==> src/rtl/lru_pr_pkg.sv <==
// Shared constants, payload types and cell control struct for the LRU page replacement block.
package lru_pr_pkg;

    localparam int MAX_FRAMES  = 8;
    localparam int PAGE_BITS   = 16;
    localparam int PAGE_NUM_W  = 16;
    localparam int CFG_W       = 4;
    localparam int FCOUNT_W    = 16;
    localparam int CNT_W       = $clog2(MAX_FRAMES + 1);

    localparam logic [CFG_W-1:0] FRAMES_RESET = CFG_W'(3);

    typedef logic [PAGE_BITS-1:0] t_page;
    typedef logic [CNT_W-1:0]     t_count;
    typedef logic [CFG_W-1:0]     t_cfg;

    typedef struct packed {
        logic [PAGE_NUM_W-1:0] page_number;
        logic                  last_reference;
    } t_ref_item;

    typedef struct packed {
        logic                  fault;
        logic                  evicted_valid;
        logic [PAGE_NUM_W-1:0] evicted_page;
        logic [FCOUNT_W-1:0]   fault_count;
    } t_res_item;

    typedef struct packed {
        logic shift;
        logic load;
    } t_cell_ctl;

endpackage

==> src/rtl/lru_pr_if.sv <==
// Handshake channel interfaces for page references, results and the frame count register.
interface lru_pr_ref_if;
    import lru_pr_pkg::*;
    logic      valid;
    logic      ready;
    t_ref_item payload;
    modport source (output valid, output payload, input ready);
    modport sink   (input valid, input payload, output ready);
endinterface

interface lru_pr_res_if;
    import lru_pr_pkg::*;
    logic      valid;
    logic      ready;
    t_res_item payload;
    modport source (output valid, output payload, input ready);
    modport sink   (input valid, input payload, output ready);
endinterface

interface lru_pr_cfg_if;
    import lru_pr_pkg::*;
    logic valid;
    logic ready;
    t_cfg data;
    modport source (output valid, output data, input ready);
    modport sink   (input valid, input data, output ready);
endinterface

==> src/rtl/lru_pr_cell.sv <==
// One frame cell of the recency chain: holds a page, compares it and takes its neighbor's page.
module lru_pr_cell (
    input  logic                  i_clk,
    input  lru_pr_pkg::t_cell_ctl i_ctl,
    input  lru_pr_pkg::t_page     i_page,
    input  lru_pr_pkg::t_page     i_next,
    input  logic                  i_occupied,
    input  logic                  i_seen,
    output logic                  o_seen,
    output logic                  o_match,
    output lru_pr_pkg::t_page     o_page
);
    import lru_pr_pkg::*;

    t_page r_page;
    t_page n_page;

    assign o_match = i_occupied && (r_page == i_page);
    // The hit flag ripples toward the most recent end, so every cell at or
    // above the hit knows it must close the gap.
    assign o_seen  = i_seen || o_match;
    assign o_page  = r_page;

    always_comb begin
        n_page = r_page;
        if (i_ctl.load) begin
            n_page = i_page;
        end else if (i_ctl.shift) begin
            n_page = i_next;
        end
    end

    always_ff @(posedge i_clk) begin
        r_page <= n_page;
    end

endmodule

==> src/rtl/lru_page_replacement_top.sv <==
// Top level of the LRU page replacement block: recency cell chain, counters and result register.
//
//   Channel   Dir   Payload                                              Transfer
//   i_ref     in    page_number[15:0], last_reference                    valid && ready
//   o_res     out   fault, evicted_valid, evicted_page[15:0], fault_count valid && ready
//   i_cfg     in    frames_in_use[3:0]                                   valid && ready
//
// One reference per cycle while results are drained: all frame cells compare in parallel and the chain
// shifts in the same cycle, so the result lands in the output register in the cycle after the transfer.
// Reset is synchronous and clears the resident count, the fault count and the output
// register, and sets frames_in_use to 3. A new reference is taken while the output
// register is empty or being drained in the same cycle; the config channel is always ready.
module lru_page_replacement_top (
    input  logic         i_clk,
    input  logic         i_rst_n,
    lru_pr_ref_if.sink   i_ref,
    lru_pr_res_if.source o_res,
    lru_pr_cfg_if.sink   i_cfg
);
    import lru_pr_pkg::*;

    t_cfg                    r_frames;
    t_count                  r_count;
    t_count                  n_count;
    logic [FCOUNT_W-1:0]     r_faults;
    logic [FCOUNT_W-1:0]     n_faults;
    logic                    r_out_valid;
    t_res_item               r_out;
    t_res_item               n_out;

    t_page                   w_page;
    t_count                  w_cap;
    logic                    w_acc;
    logic                    w_hit;
    logic                    w_full;
    logic                    w_full_miss;
    logic [MAX_FRAMES:0]     w_seen;
    logic [MAX_FRAMES-1:0]   w_match;
    logic [MAX_FRAMES-1:0]   w_occ;
    t_page                   w_cell_page [MAX_FRAMES];
    t_cell_ctl               w_ctl       [MAX_FRAMES];

    assign w_page      = t_page'(i_ref.payload.page_number);
    assign i_ref.ready = !r_out_valid || o_res.ready;
    assign w_acc       = i_ref.valid && i_ref.ready;
    assign i_cfg.ready = 1'b1;

    // Out-of-range frame counts are clamped: zero to one frame, larger counts to the chain length.
    always_comb begin
        if (r_frames == '0) begin
            w_cap = t_count'(1);
        end else if (int'(r_frames) > MAX_FRAMES) begin
            w_cap = t_count'(MAX_FRAMES);
        end else begin
            w_cap = t_count'(r_frames);
        end
    end

    assign w_seen[0]   = 1'b0;
    assign w_hit       = w_seen[MAX_FRAMES];
    assign w_full      = r_count >= w_cap;
    assign w_full_miss = !w_hit && w_full;

    for (genvar gi = 0; gi < MAX_FRAMES; gi++) begin : g_cell
        localparam t_count IDX  = t_count'(gi);
        localparam t_count IDX1 = t_count'(gi + 1);

        assign w_occ[gi] = IDX < r_count;

        // Cells at or above the hit (or all cells on an eviction) below the top resident cell slide down by one;
        // the top resident cell, or the first free one, takes the new page.
        always_comb begin
            w_ctl[gi].shift = w_acc && (IDX1 < r_count) &&
                              (w_hit ? w_seen[gi + 1] : w_full_miss);
            w_ctl[gi].load  = w_acc &&
                              (((IDX1 == r_count) && (w_hit || w_full_miss)) ||
                               ((IDX == r_count) && !w_hit && !w_full));
        end

        lru_pr_cell u_cell (
            .i_clk      (i_clk),
            .i_ctl      (w_ctl[gi]),
            .i_page     (w_page),
            .i_next     ((gi == MAX_FRAMES - 1) ? t_page'(0) : w_cell_page[(gi + 1) % MAX_FRAMES]),
            .i_occupied (w_occ[gi]),
            .i_seen     (w_seen[gi]),
            .o_seen     (w_seen[gi + 1]),
            .o_match    (w_match[gi]),
            .o_page     (w_cell_page[gi])
        );
    end

    always_comb begin
        n_count  = r_count;
        n_faults = r_faults;
        if (!w_hit) begin
            if (r_faults != '1) begin
                n_faults = r_faults + 1'b1;
            end
            if (!w_full) begin
                n_count = r_count + 1'b1;
            end
        end
        n_out.fault         = !w_hit;
        n_out.evicted_valid = w_full_miss;
        n_out.evicted_page  = w_full_miss ? PAGE_NUM_W'(w_cell_page[0]) : '0;
        n_out.fault_count   = n_faults;
        if (i_ref.payload.last_reference) begin
            n_count  = '0;
            n_faults = '0;
        end
    end

    always_ff @(posedge i_clk) begin
        if (!i_rst_n) begin
            r_frames    <= FRAMES_RESET;
            r_count     <= '0;
            r_faults    <= '0;
            r_out_valid <= 1'b0;
        end else begin
            if (i_cfg.valid) begin
                r_frames <= i_cfg.data;
            end
            if (w_acc) begin
                r_count     <= n_count;
                r_faults    <= n_faults;
                r_out_valid <= 1'b1;
            end else if (o_res.ready) begin
                r_out_valid <= 1'b0;
            end
        end
    end

    always_ff @(posedge i_clk) begin
        if (w_acc) begin
            r_out <= n_out;
        end
    end

    assign o_res.valid   = r_out_valid;
    assign o_res.payload = r_out;

`ifndef ASSERT_OFF
    a_count_bound: assert property (@(posedge i_clk) disable iff (!i_rst_n)
        int'(r_count) <= MAX_FRAMES)
        else $error("resident count exceeds frame chain length");

    a_single_match: assert property (@(posedge i_clk) disable iff (!i_rst_n)
        $onehot0(w_match))
        else $error("page resident in more than one frame");

    a_last_clears: assert property (@(posedge i_clk) disable iff (!i_rst_n)
        w_acc && i_ref.payload.last_reference |=> (r_count == '0) && (r_faults == '0))
        else $error("state not cleared after last reference");

    a_fill_grows: assert property (@(posedge i_clk) disable iff (!i_rst_n)
        w_acc && !w_hit && !w_full && !i_ref.payload.last_reference
        |=> r_count == $past(r_count) + 1'b1)
        else $error("resident count did not grow on a miss with free frames");

    a_evict_is_fault: assert property (@(posedge i_clk) disable iff (!i_rst_n)
        o_res.valid && o_res.payload.evicted_valid |-> o_res.payload.fault)
        else $error("eviction reported without a fault");
`endif

endmodule

==> src/flat_wrapper.sv <==
// flat-port wrapper written by rule: the top's interface ports become plain ports
module lru_page_replacement_top_flat import lru_pr_pkg::*;
  (i_clk, i_rst_n, i_ref_valid, i_ref_payload, i_ref_ready, o_res_valid, o_res_payload, o_res_ready, i_cfg_valid, i_cfg_data, i_cfg_ready);
  lru_pr_ref_if i_ref_i ();
  lru_pr_res_if o_res_i ();
  lru_pr_cfg_if i_cfg_i ();
  input  logic i_clk;
  input  logic i_rst_n;
  input wire logic [$bits(i_ref_i.valid)-1:0] i_ref_valid;
  input wire logic [$bits(i_ref_i.payload)-1:0] i_ref_payload;
  output wire logic [$bits(i_ref_i.ready)-1:0] i_ref_ready;
  output wire logic [$bits(o_res_i.valid)-1:0] o_res_valid;
  output wire logic [$bits(o_res_i.payload)-1:0] o_res_payload;
  input wire logic [$bits(o_res_i.ready)-1:0] o_res_ready;
  input wire logic [$bits(i_cfg_i.valid)-1:0] i_cfg_valid;
  input wire logic [$bits(i_cfg_i.data)-1:0] i_cfg_data;
  output wire logic [$bits(i_cfg_i.ready)-1:0] i_cfg_ready;
  assign i_ref_i.valid = i_ref_valid;
  assign i_ref_i.payload = i_ref_payload;
  assign i_ref_ready = i_ref_i.ready;
  assign o_res_valid = o_res_i.valid;
  assign o_res_payload = o_res_i.payload;
  assign o_res_i.ready = o_res_ready;
  assign i_cfg_i.valid = i_cfg_valid;
  assign i_cfg_i.data = i_cfg_data;
  assign i_cfg_ready = i_cfg_i.ready;
  lru_page_replacement_top u_core (.i_clk(i_clk), .i_rst_n(i_rst_n), .i_ref(i_ref_i), .o_res(o_res_i), .i_cfg(i_cfg_i));
endmodule
==> config.mk <==
export PLATFORM = sky130hd
export DESIGN_NAME = lru_page_replacement_top_flat
export DESIGN_NICKNAME = d
export VERILOG_FILES = /design/src/rtl/lru_pr_pkg.sv /design/src/rtl/lru_pr_if.sv /design/src/rtl/lru_pr_cell.sv /design/src/rtl/lru_page_replacement_top.sv /design/src/flat_wrapper.sv
export SDC_FILE = /design/constraint.sdc
export NUM_CORES = 1
export LEC_CHECK = 0
export ABC_AREA = 1
export BUFFER_PORTS_ARGS = -buffer_cell sky130_fd_sc_hd__buf_2
export CORE_AREA = 2 2 149 151
export DETAILED_ROUTE_END_ITERATION = 6
export DIE_AREA = 0 0 151 153
export PLACE_DENSITY = 0.71
export SYNTH_ARGS = -nofsm -noshare
export SYNTH_HDL_FRONTEND = slang
export SYNTH_SLANG_ARGS = --single-unit
export TNS_END_PERCENT = 50
==> constraint.sdc <==
create_clock -name i_clk -period 4.65 [get_ports i_clk]
set_input_delay 0.6975 -clock i_clk [delete_from_list [all_inputs] [get_ports i_clk]]
set_output_delay 0.6975 -clock i_clk [all_outputs]
set_load 0.005 [all_outputs]
==> results.md, run 1 <==
Power and ir drop:
- For this design the static power due to leakage is 5.69 nW.
- The internal portion of the total power is about 3.2 mW.
- The clock network burns 31.9% of the power.
- The analysis attributes to net switching a power of 1.51 mW.
- Net switching is around 32% of the power.
- Power spread over the standard cell area amounts to 377 nW/um2.
- In this run, flip-flops and latches consume 46.1% of the power.
- The part of the total power dissipated in combinational logic is 22.0%.
- The peak supply drop is between 0.2 and 0.3 mV.

Floorplanning:
- Measured along the x axis, the die boundary spans 151 um.
- The standard-cell row count is 54.
- The die area is between 20000 and 25000 um2.
- The starting density of the core is 53.4%.
- The vertical extent of the die is between 150 and 200 um.
- The placeable core region is 21500 um2.
- The I/O pin total is 63.

Routing:
- After the first detailed-routing iteration, the DRC count stood at around 1300.
- In the routed layout, each cell is associated on average with a via count of 5.61.
- Summed over all layers, the routed wires come to 33.5 mm.
- The routed wire length per instance is 18.6 um.
- The detail route stage leaves a number of antenna-violating nets equal to 0.
- The total DRC errors in the routed layout is 0.
- Across all layers, the routed design uses between 10000 and 15000 vias.
- For this run, the detailed router's first-pass iteration total came to 6.

Clocking:
- No sink is reached through more buffers than the 2 on the longest clock path.
- The hold-fix buffer count after cts is 0.
- The number of gates resized after CTS was 0.
- The clock root buffer is clkbuf_16.
- Clock latency on the worst-skew pair, taken at its later pin, is 440 ps.
- The clock transition at the registers of the reported paths is 70 ps.
- Clock tree synthesis inserted a total of 17 buffers.
- The H-tree generated during clock tree synthesis spans 4 levels.
- TritonCTS built the clock tree.
- The post-CTS setup repair buffer count is 0.
- CTS saw 187 sinks.

STA:
- The final critical-path required period is ~3900 ps.
- The final-layout setup total negative slack is 0 ps.
- Setup violations remaining at the end of the flow were counted as 0.
- Setup repair after global routing left no endpoint under its margin.
- The worst path uses a little over four fifths of the clock period.
- The achievable frequency is 258 MHz.
- The final count of pins violating max slew is 0.
- The pin slew with the least headroom to its limit is 746 ps.
- The headroom to the max-slew limit is 50.1%.
- Across the routed clock network, the largest skew measured is around 12 ps.
- The number of endpoints with negative hold slack in the final report came to 0.

Critical path:
- The kind of critical path is register to register.
- Along the worst path, the maximum fanout reaches 17.
- STA classifies the critical path startpoint as a register.
- The signal arrival time at the worst endpoint is 3930 ps.
- The worst setup path is captured at a register.
- The endpoint required time on the critical path is 4710 ps.

Yosys:
- The number of distinct standard cells referenced by the synthesized netlist is 41.
- The xor and xnor fraction of the mapped netlist area is roughly 3.3%.
- The post-synthesis mux area share is 0%.
- The area fraction in and, or, nand and nor cells after synthesis is 37.5%.
- When the netlist entered floorplanning its net count stood at ~1500.
- The mean area per synthesized cell is 7.80 um2.
- The number of standard cells after synthesis is 1470.
- Among all flip-flop cells after synthesis, the most frequent one is edfxtp_1.
- In this run, synthesis inferred 162 flip-flops with an integrated enable.
- The main combinational cell family by area after synthesis is simple AND/OR/NAND/NOR gates.
- The synthesized netlist devotes 3.20% of its cell area to compound gates.
- Sequential cells were found to cover 46.8% of the synthesized design area.
- The number of warning messages in the yosys log is 0.
- The post-synthesis async set-or-reset flop share is 0%.
- The synthesized flop and latch total is about 190.
- The adder-cell area share of the yosys netlist is 0.873%.
- The post-synth design cell area is between 10000 and 15000 um2.

Place:
- The count of buffers added on input and output ports is 61.
- The congestion estimate from routability-driven global placement came to 0.999.
- The HPWL after detailed placement is around 24 mm.

Flow run:
- The number of max-cap violations is 0.

Global routing:
- The number of antenna violations at the first check in global routing is 0.
- The combined global-route utilization of all metal layers is 29.7%.
- Entering global routing, the biggest net connects 66 pins.
- Global routing finished with a remaining overflow of 0.
- The first global-routing pass estimated 52.2 mm of wire.
- The number of global-route vias before repair came to between 9000 and 10000.

Hold path:
- The path class of the tightest hold or removal check is input port to register.

Layout:
- The repair_antennas step left the layout with diodes totalling 0.
- The post-synthesis to final-layout area growth is 8.92%.
- The filler cells instantiated in the layout total 2008.
- The share of the core filled with cells is 58.2%.
- The fraction of layout instances using a drive strength above 1 is 11.2%.
- The final net count is approximately 1500.

Run status:
- The run finished with clean final reports.
[placed cells by master (no fill, tap or decap), types with 25 or more instances in the layout]
cell type  Yosys  routed
buf_2         23      61
edfxtp_1     162     162
xor2_1        27      27
nand3_1       41      41
buf_4         16      29
nor2_1       134     134
o21ai_0       30      30
nand4_1      124     124
inv_1        122     122
dfxtp_1       25      25
a21oi_1       29      29
nand2_1      593     593
[stage by stage]
step                      worst slack (ps)  total power [mW]  instances  instance area (um2)  hold WS [ps]
final                                  780              4.71       1800                12500           476
after global routing                   469              4.92       1800                12500           484
after global placement                 541              3.21       1768                11900           465
after detailed placement               429              3.22       1768                11900           472
after CTS                              824              4.70       1800                12500           467
after floorplan                       1010              2.92       1470                11500           446
[cell usage after synthesis, types with 2 or more instances]
| cell | count | share of area (%) |
|---|---|---|
| o21ai_0 | 30 | 1.3 |
| buf_2 | 23 | 1.0 |
| xnor2_1 | 16 | 1.2 |
| clkbuf_1 | 10 | 0.33 |
| a21oi_1 | 29 | 1.3 |
| dfxtp_1 | 25 | 4.4 |
| nand3_1 | 41 | 1.8 |
| nor3_1 | 8 | 0.35 |
| and2_1 | 8 | 0.44 |
| buf_6 | 12 | 1.2 |
| nor2_1 | 134 | 4.4 |
| xor2_1 | 27 | 2.1 |
| nor2_8 | 2 | 0.35 |
| nand2_4 | 9 | 0.88 |
| edfxtp_1 | 162 | 42 |
| ha_1 | 8 | 0.87 |
| clkbuf_2 | 2 | 0.087 |
| nor3b_1 | 2 | 0.13 |
| nand3_2 | 5 | 0.44 |
| o21ai_1 | 7 | 0.31 |
| nand2_2 | 7 | 0.38 |
| inv_1 | 122 | 4.0 |
| nand2_1 | 593 | 19 |
| nor2_4 | 3 | 0.29 |
| buf_1 | 9 | 0.29 |
| inv_2 | 12 | 0.39 |
| nand3b_1 | 2 | 0.13 |
| or2_2 | 4 | 0.22 |
| nand3_4 | 8 | 1.2 |
| nand4_1 | 124 | 6.8 |
| buf_4 | 16 | 1.0 |
[power by group through the flow]
stage / sequential, mW / clock [mW] / combinational [mW]
final: 2.17 / 1.50 / 1.04
after global routing: 2.19 / 1.58 / 1.15
after CTS: 2.17 / 1.51 / 1.02
after detailed placement: 2.20 / 0 / 1.02
after global placement: 2.20 / 0 / 1.01
after floorplan: 2.16 / 0 / 0.753
[cells by family (layout without fill, tap and decap cells)]
group / count (synthesis) / in the layout
other cells: 1 / 1
fa+ha+maj: 8 / 8
xor+xnor: 43 / 43
simple gates: 953 / 953
compound gates: 71 / 71
buf+inv: 207 / 257
flops: 187 / 187
[critical path, cell delays in order, from the launching register on]
cell,delay (ps)
dfxtp_1,330
nor3_1,230
o21ai_0,130
ha_1,300
inv_1,60
nor2_1,30
o21ai_0,160
nand2_1,70
a31oi_1,570
nand4_4,340
nand2_2,410
nand3_4,260
nand2_1,600
[layer usage]
layer  up-vias  track usage [%]  routed length [um]
li1       4882                -                   -
met1      4650             43.1               14400
met2       499             45.5               15200
met3        57             5.22                3020
met4         2             9.26                 904
met5         -                0                  26
[final timing paths]
| kind | slack (ps) | to | cells after the start | from |
|---|---|---|---|---|
| worst min register to register | 490 | u_core.r_frames[1]$_SDFFE_PN1P_ | 2 | u_core.r_frames[1]$_SDFFE_PN1P_ |
| worst max-delay path | 780 | u_core.g_cell[0].u_cell.o_page[14]$_DFFE_PP_ | 12 | u_core.r_frames[0]$_SDFFE_PN1P_ |
| worst min-delay path | 480 | u_core.r_frames[0]$_SDFFE_PN1P_ | 3 | i_cfg_data[0] |
| worst max register to register | 780 | u_core.g_cell[0].u_cell.o_page[14]$_DFFE_PP_ | 12 | u_core.r_frames[0]$_SDFFE_PN1P_ |
[state kept, by name, indices dropped and copies added (netlist names)]
signal,cells
u_core.r_faults,16
u_core.r_frames,4
u_core.g_cell.u_cell.o_page,128
u_core.r_count,4
u_core.o_res.payload,34
u_core.o_res.valid,1
[final cells by class]
cell class	instances	area, um2	area share (%)
repair buffers	90	523	4.19
clock buffers	18	429	3.43
inverters	135	512	4.10
well taps	280	350	2.80
clock inverters	14	168	1.34
flip-flops and latches	187	5370	42.9
multi-input cells	1076	5150	41.2
Note: power is estimated with default switching activity, not from simulation.
==> inputs of run 2 (changes only) <==
Settings changed: ABC_AREA 1 to 0, CORE_AREA 2 2 149 151 to 2 2 142 144, DIE_AREA 0 0 151 153 to 0 0 144 146.
Clock period 4.65 ns to 3.6 ns, I/O delays scaled along.
==> results.md, run 2 <==
Routing:
- The routed wire length per instance was 17.6 um (was 18.6 um).
- The count of TritonRoute iterations in the first routing pass is 5 (was 6).
- The wire length on met1 came to 9.44 mm (was 14.4 mm).
- The number of nets with antenna violations after routing is 0 (unchanged).
- The sum of met2 wire segment lengths after detailed routing is 10.2 mm (was 15.2 mm).
- The post-detailed-routing wire length came to 20.9 mm (was 33.5 mm).
- The via total after detailed routing is 6612 (was 10100).
- The total DRC errors in the routed layout is 0 (unchanged).
- The DRC marker count from the first detailed-route iteration is 478 (was 1251).
- The highest metal layer with signal wires is met4 (was met5).
- The ratio of routed vias to standard cells is 5.55 (was 5.61).
- The detailed-routed wire length on met3 is 844 um (was 3.02 mm).

STA:
- The worst setup skew after layout was 10.1 ps (was 11.7 ps).
- The final number of setup-violating endpoints is 0 (unchanged).
- The number of endpoints with negative hold slack in the final report is 0 (unchanged).
- The post-route clock period utilization is 89.3% (was 83.2%).
- The slack of the critical path was 386 ps (was 780 ps).
- The final critical-path required period is 3210 ps (was 3870 ps).
- The final hold slack is 327 ps (was 476 ps).
- The achievable frequency is 311 MHz (was 258 MHz).
- The pin slew with the least headroom to its limit is 710 ps (was 746 ps).
- The final count of pins violating max slew is 0 (unchanged).
- The final-layout setup total negative slack is 0 ps (unchanged).
- The headroom to the max-slew limit was 52.6% (was 50.1%).
- Unrepaired setup endpoints after global routing: no (unchanged).

Critical path:
- The kind of critical path is register to register (unchanged).
- The signal arrival time at the worst endpoint is 3400 ps (was 3930 ps).
- The endpoint class of the critical path is a register (unchanged).
- The launching element type of the critical path is a register (unchanged).
- The largest driver fanout on the critical path is 16 (was 17).
- The endpoint required time on the critical path was 3790 ps (was 4710 ps).

Floorplanning:
- The die area is 21000 um2 (was 23100 um2).
- The I/O pin total is 63 (unchanged).
- The placeable core region came to 19300 um2 (was 21500 um2).
- The starting density of the core was 53.5% (was 53.4%).
- The vertical extent of the die is 146 um (was 153 um).
- The standard-cell row count is 51 (was 54).
- The chip width came to 144 um (was 151 um).

Yosys:
- The number of warning messages in the yosys log is 0 (unchanged).
- The number of distinct standard cells referenced by the synthesized netlist was 65 (was 41).
- The synthesized net count is 874 (was 1504).
- The register area share after synthesis is 51.9% (was 46.8%).
- The post-synth design cell area was 10300 um2 (was 11500 um2).
- Cell types with the highest counts after synthesis: edfxtp_1, mux2_2, xor2_1 (was nand2_1, edfxtp_1, nor2_1).
- The most instantiated library cell after synthesis is edfxtp_1 (was nand2_1).
- The synthesized flop and latch total is 187 (unchanged).
- The fraction of post-synthesis cell area in the top cell type by area is 47.1% (was 42.4%).
- The number of standard cells after synthesis is 840 (was 1470).
- The dominant synthesized flop cell is edfxtp_1 (unchanged).
- The mean area per synthesized cell is 12.3 um2 (was 7.80 um2).
- The cell type with the highest aggregate area in the netlist is edfxtp_1 (unchanged).
- The post-synthesis async set-or-reset flop share was 0% (unchanged).
- The count of flip-flops with a built-in enable after synthesis was 162 (unchanged).
- Ranking of synthesized cells by area: edfxtp_1, mux2_2, xor2_1 (was edfxtp_1, nand2_1, nand4_1).

Power and ir drop:
- The switching power came to 1.20 mW (was 1.51 mW).
- The ratio of total power to cell area came to 405 nW/um2 (was 377 nW/um2).
- The part of the total power dissipated in combinational logic was 10.1% (was 22.0%).
- The net switching share of the total power was 25.2% (was 32.1%).
- The internal power consumption is 3.57 mW (was 3.20 mW).
- The total power is 4.77 mW (was 4.71 mW).
- The clock share of power is 38.2% (was 31.9%).
- The share of power burned in registers is 51.8% (was 46.1%).
- The leakage power was 4.25 nW (was 5.69 nW).
- The peak supply drop is 0.299 mV (was 0.256 mV).

Clocking:
- The hold-fix buffer count after cts is 0 (unchanged).
- The post-CTS setup repair buffer count is 0 (unchanged).
- The total of cells resized after clock tree synthesis was 0 (unchanged).
- The total clock buffers created by CTS is 17 (unchanged).
- The clock transition at the registers of the reported paths is 70 ps (about the same).
- The number of buffers between clock root and the deepest sink is 2 (unchanged).
- The maximum level of the CTS H-tree came to 4 (unchanged).
- The sink count of the clock tree came to 187 (unchanged).
- The clock insertion delay at the later pin of the skew report is 430 ps (was 440 ps).
- The clock tree from TritonCTS is done (unchanged).
- The clock root buffer is clkbuf_16 (unchanged).

Layout:
- The fraction of layout instances using a drive strength above 1 came to 30.7% (was 11.2%).
- The final instance count without filler cells is 1191 (was 1800).
- The final net count is 947 (was 1541).
- Top library cells by usage in the layout, fill and taps aside: edfxtp_1, mux2_2, xor2_1 (was nand2_1, edfxtp_1, nor2_1).
- The filler cell count in the final layout is 1527 (was 2008).
- The final instance area was 11800 um2 (was 12500 um2).
- The share of the core filled with cells came to 60.9% (was 58.2%).
- The post-synthesis to final-layout area growth was 13.9% (was 8.92%).
- The commonest non-fill, non-tap cell in the layout is edfxtp_1 (was nand2_1).
- The number of diodes was 0 (unchanged).
- The flip-flop count of the largest register after layout is 128 (unchanged).

Place:
- The global placement routability congestion was 0.877 (was 0.999).
- The number of I/O port buffers is 61 (unchanged).
- The total cell area at the placement stage is 11200 um2 (was 11900 um2).
- The post-DP HPWL came to 15.6 mm (was 24.3 mm).
- The worst slack at placement is 83.0 ps (was 429 ps).
- The number of placed instances with taps included is 1159 (was 1768).

Global routing:
- The remaining global-route overflow is 0 (unchanged).
- The maximum number of pins on one net before global-route repair came to 32 (was 66).
- The combined global-route utilization of all metal layers is 20.8% (was 29.7%).
- The number of global-route vias before repair is 6474 (was 9254).
- The first-pass GRT wire length is 34.0 mm (was 52.2 mm).
- The number of antenna violations at the first check in global routing is 0 (unchanged).

Flow run:
- The number of max-cap violations is 0 (unchanged).

Run status:
- Run status: finished, final reports clean (unchanged).

Hold path:
- The class of the tightest hold or removal check is input port to register (unchanged).
[run 2: changes by cell type in the layout (fill, tap and decap cells not counted), sizes merged, moves of 23 or more]
cell / change
nand2: -548
inv: -115
mux2: +113
nand4: -110
nor2: -91
xor2: +63
xnor2: +33
nand3: -31
o21ai: -31
buf: +29
nor4: +23
[run 2: worst max-delay path, stage by stage, from the launching register on]
cell      delay (ps)
dfxtp_1          400
inv_1             80
buf_4            160
ha_1             280
nand2b_1         140
a21o_1           170
a21o_1           170
a21o_1           180
inv_1            190
nand3_4          270
mux2i_2          370
buf_12           200
mux2_2           350
[run 2: final timing paths]
kind,from,end,slack [ps],cells after the start
worst max-delay path,u_core.r_count[0]$_SDFFE_PN0P_,u_core.g_cell[6].u_cell.o_page[2]$_DFFE_PP_,390,12
worst min-delay path,i_cfg_data[1],u_core.r_frames[1]$_SDFFE_PN1P_,330,3
worst max register to register,u_core.r_count[0]$_SDFFE_PN0P_,u_core.g_cell[6].u_cell.o_page[2]$_DFFE_PP_,390,12
worst min register to register,u_core.r_frames[0]$_SDFFE_PN1P_,u_core.r_frames[0]$_SDFFE_PN1P_,490,2
[run 2: area by class of cell]
type	count	area [um2]	share of cell area, %
flip-flops and latches	187	5370	45.6
multi-input cells	572	4550	38.6
repair buffers	119	891	7.56
clock buffers	17	425	3.61
well taps	265	332	2.82
clock inverters	15	153	1.30
inverters	16	60.1	0.510
[run 2: per-layer routing]
layer	GRT usage (%)	vias up
met2	34.2	159
met4	6.91	0
met3	3.32	26
met5	0	-
li1	-	3214
met1	28.1	3213
[run 2: power groups by stage]
stage	clock [mW]	combinational (mW)	sequential, mW
floorplan	0	0.337	2.52
global placement	0	0.474	2.51
detailed placement	0	0.481	2.52
CTS	1.84	0.484	2.47
global route	1.94	0.525	2.48
finish	1.82	0.481	2.47
[run 2: cell families (layout without fill, tap and decap cells)]
| group | Yosys count | count (layout) | share of synthesized area, % |
|---|---|---|---|
| compound gates | 82 | 82 | 5.82 |
| xor+xnor | 139 | 139 | 11.8 |
| fa+ha+maj | 8 | 8 | 0.968 |
| buf+inv | 81 | 167 | 4.15 |
| flops | 187 | 187 | 51.9 |
| mux | 123 | 123 | 14.3 |
| other cells | 1 | 1 | 0.0363 |
| simple gates | 219 | 219 | 11.0 |
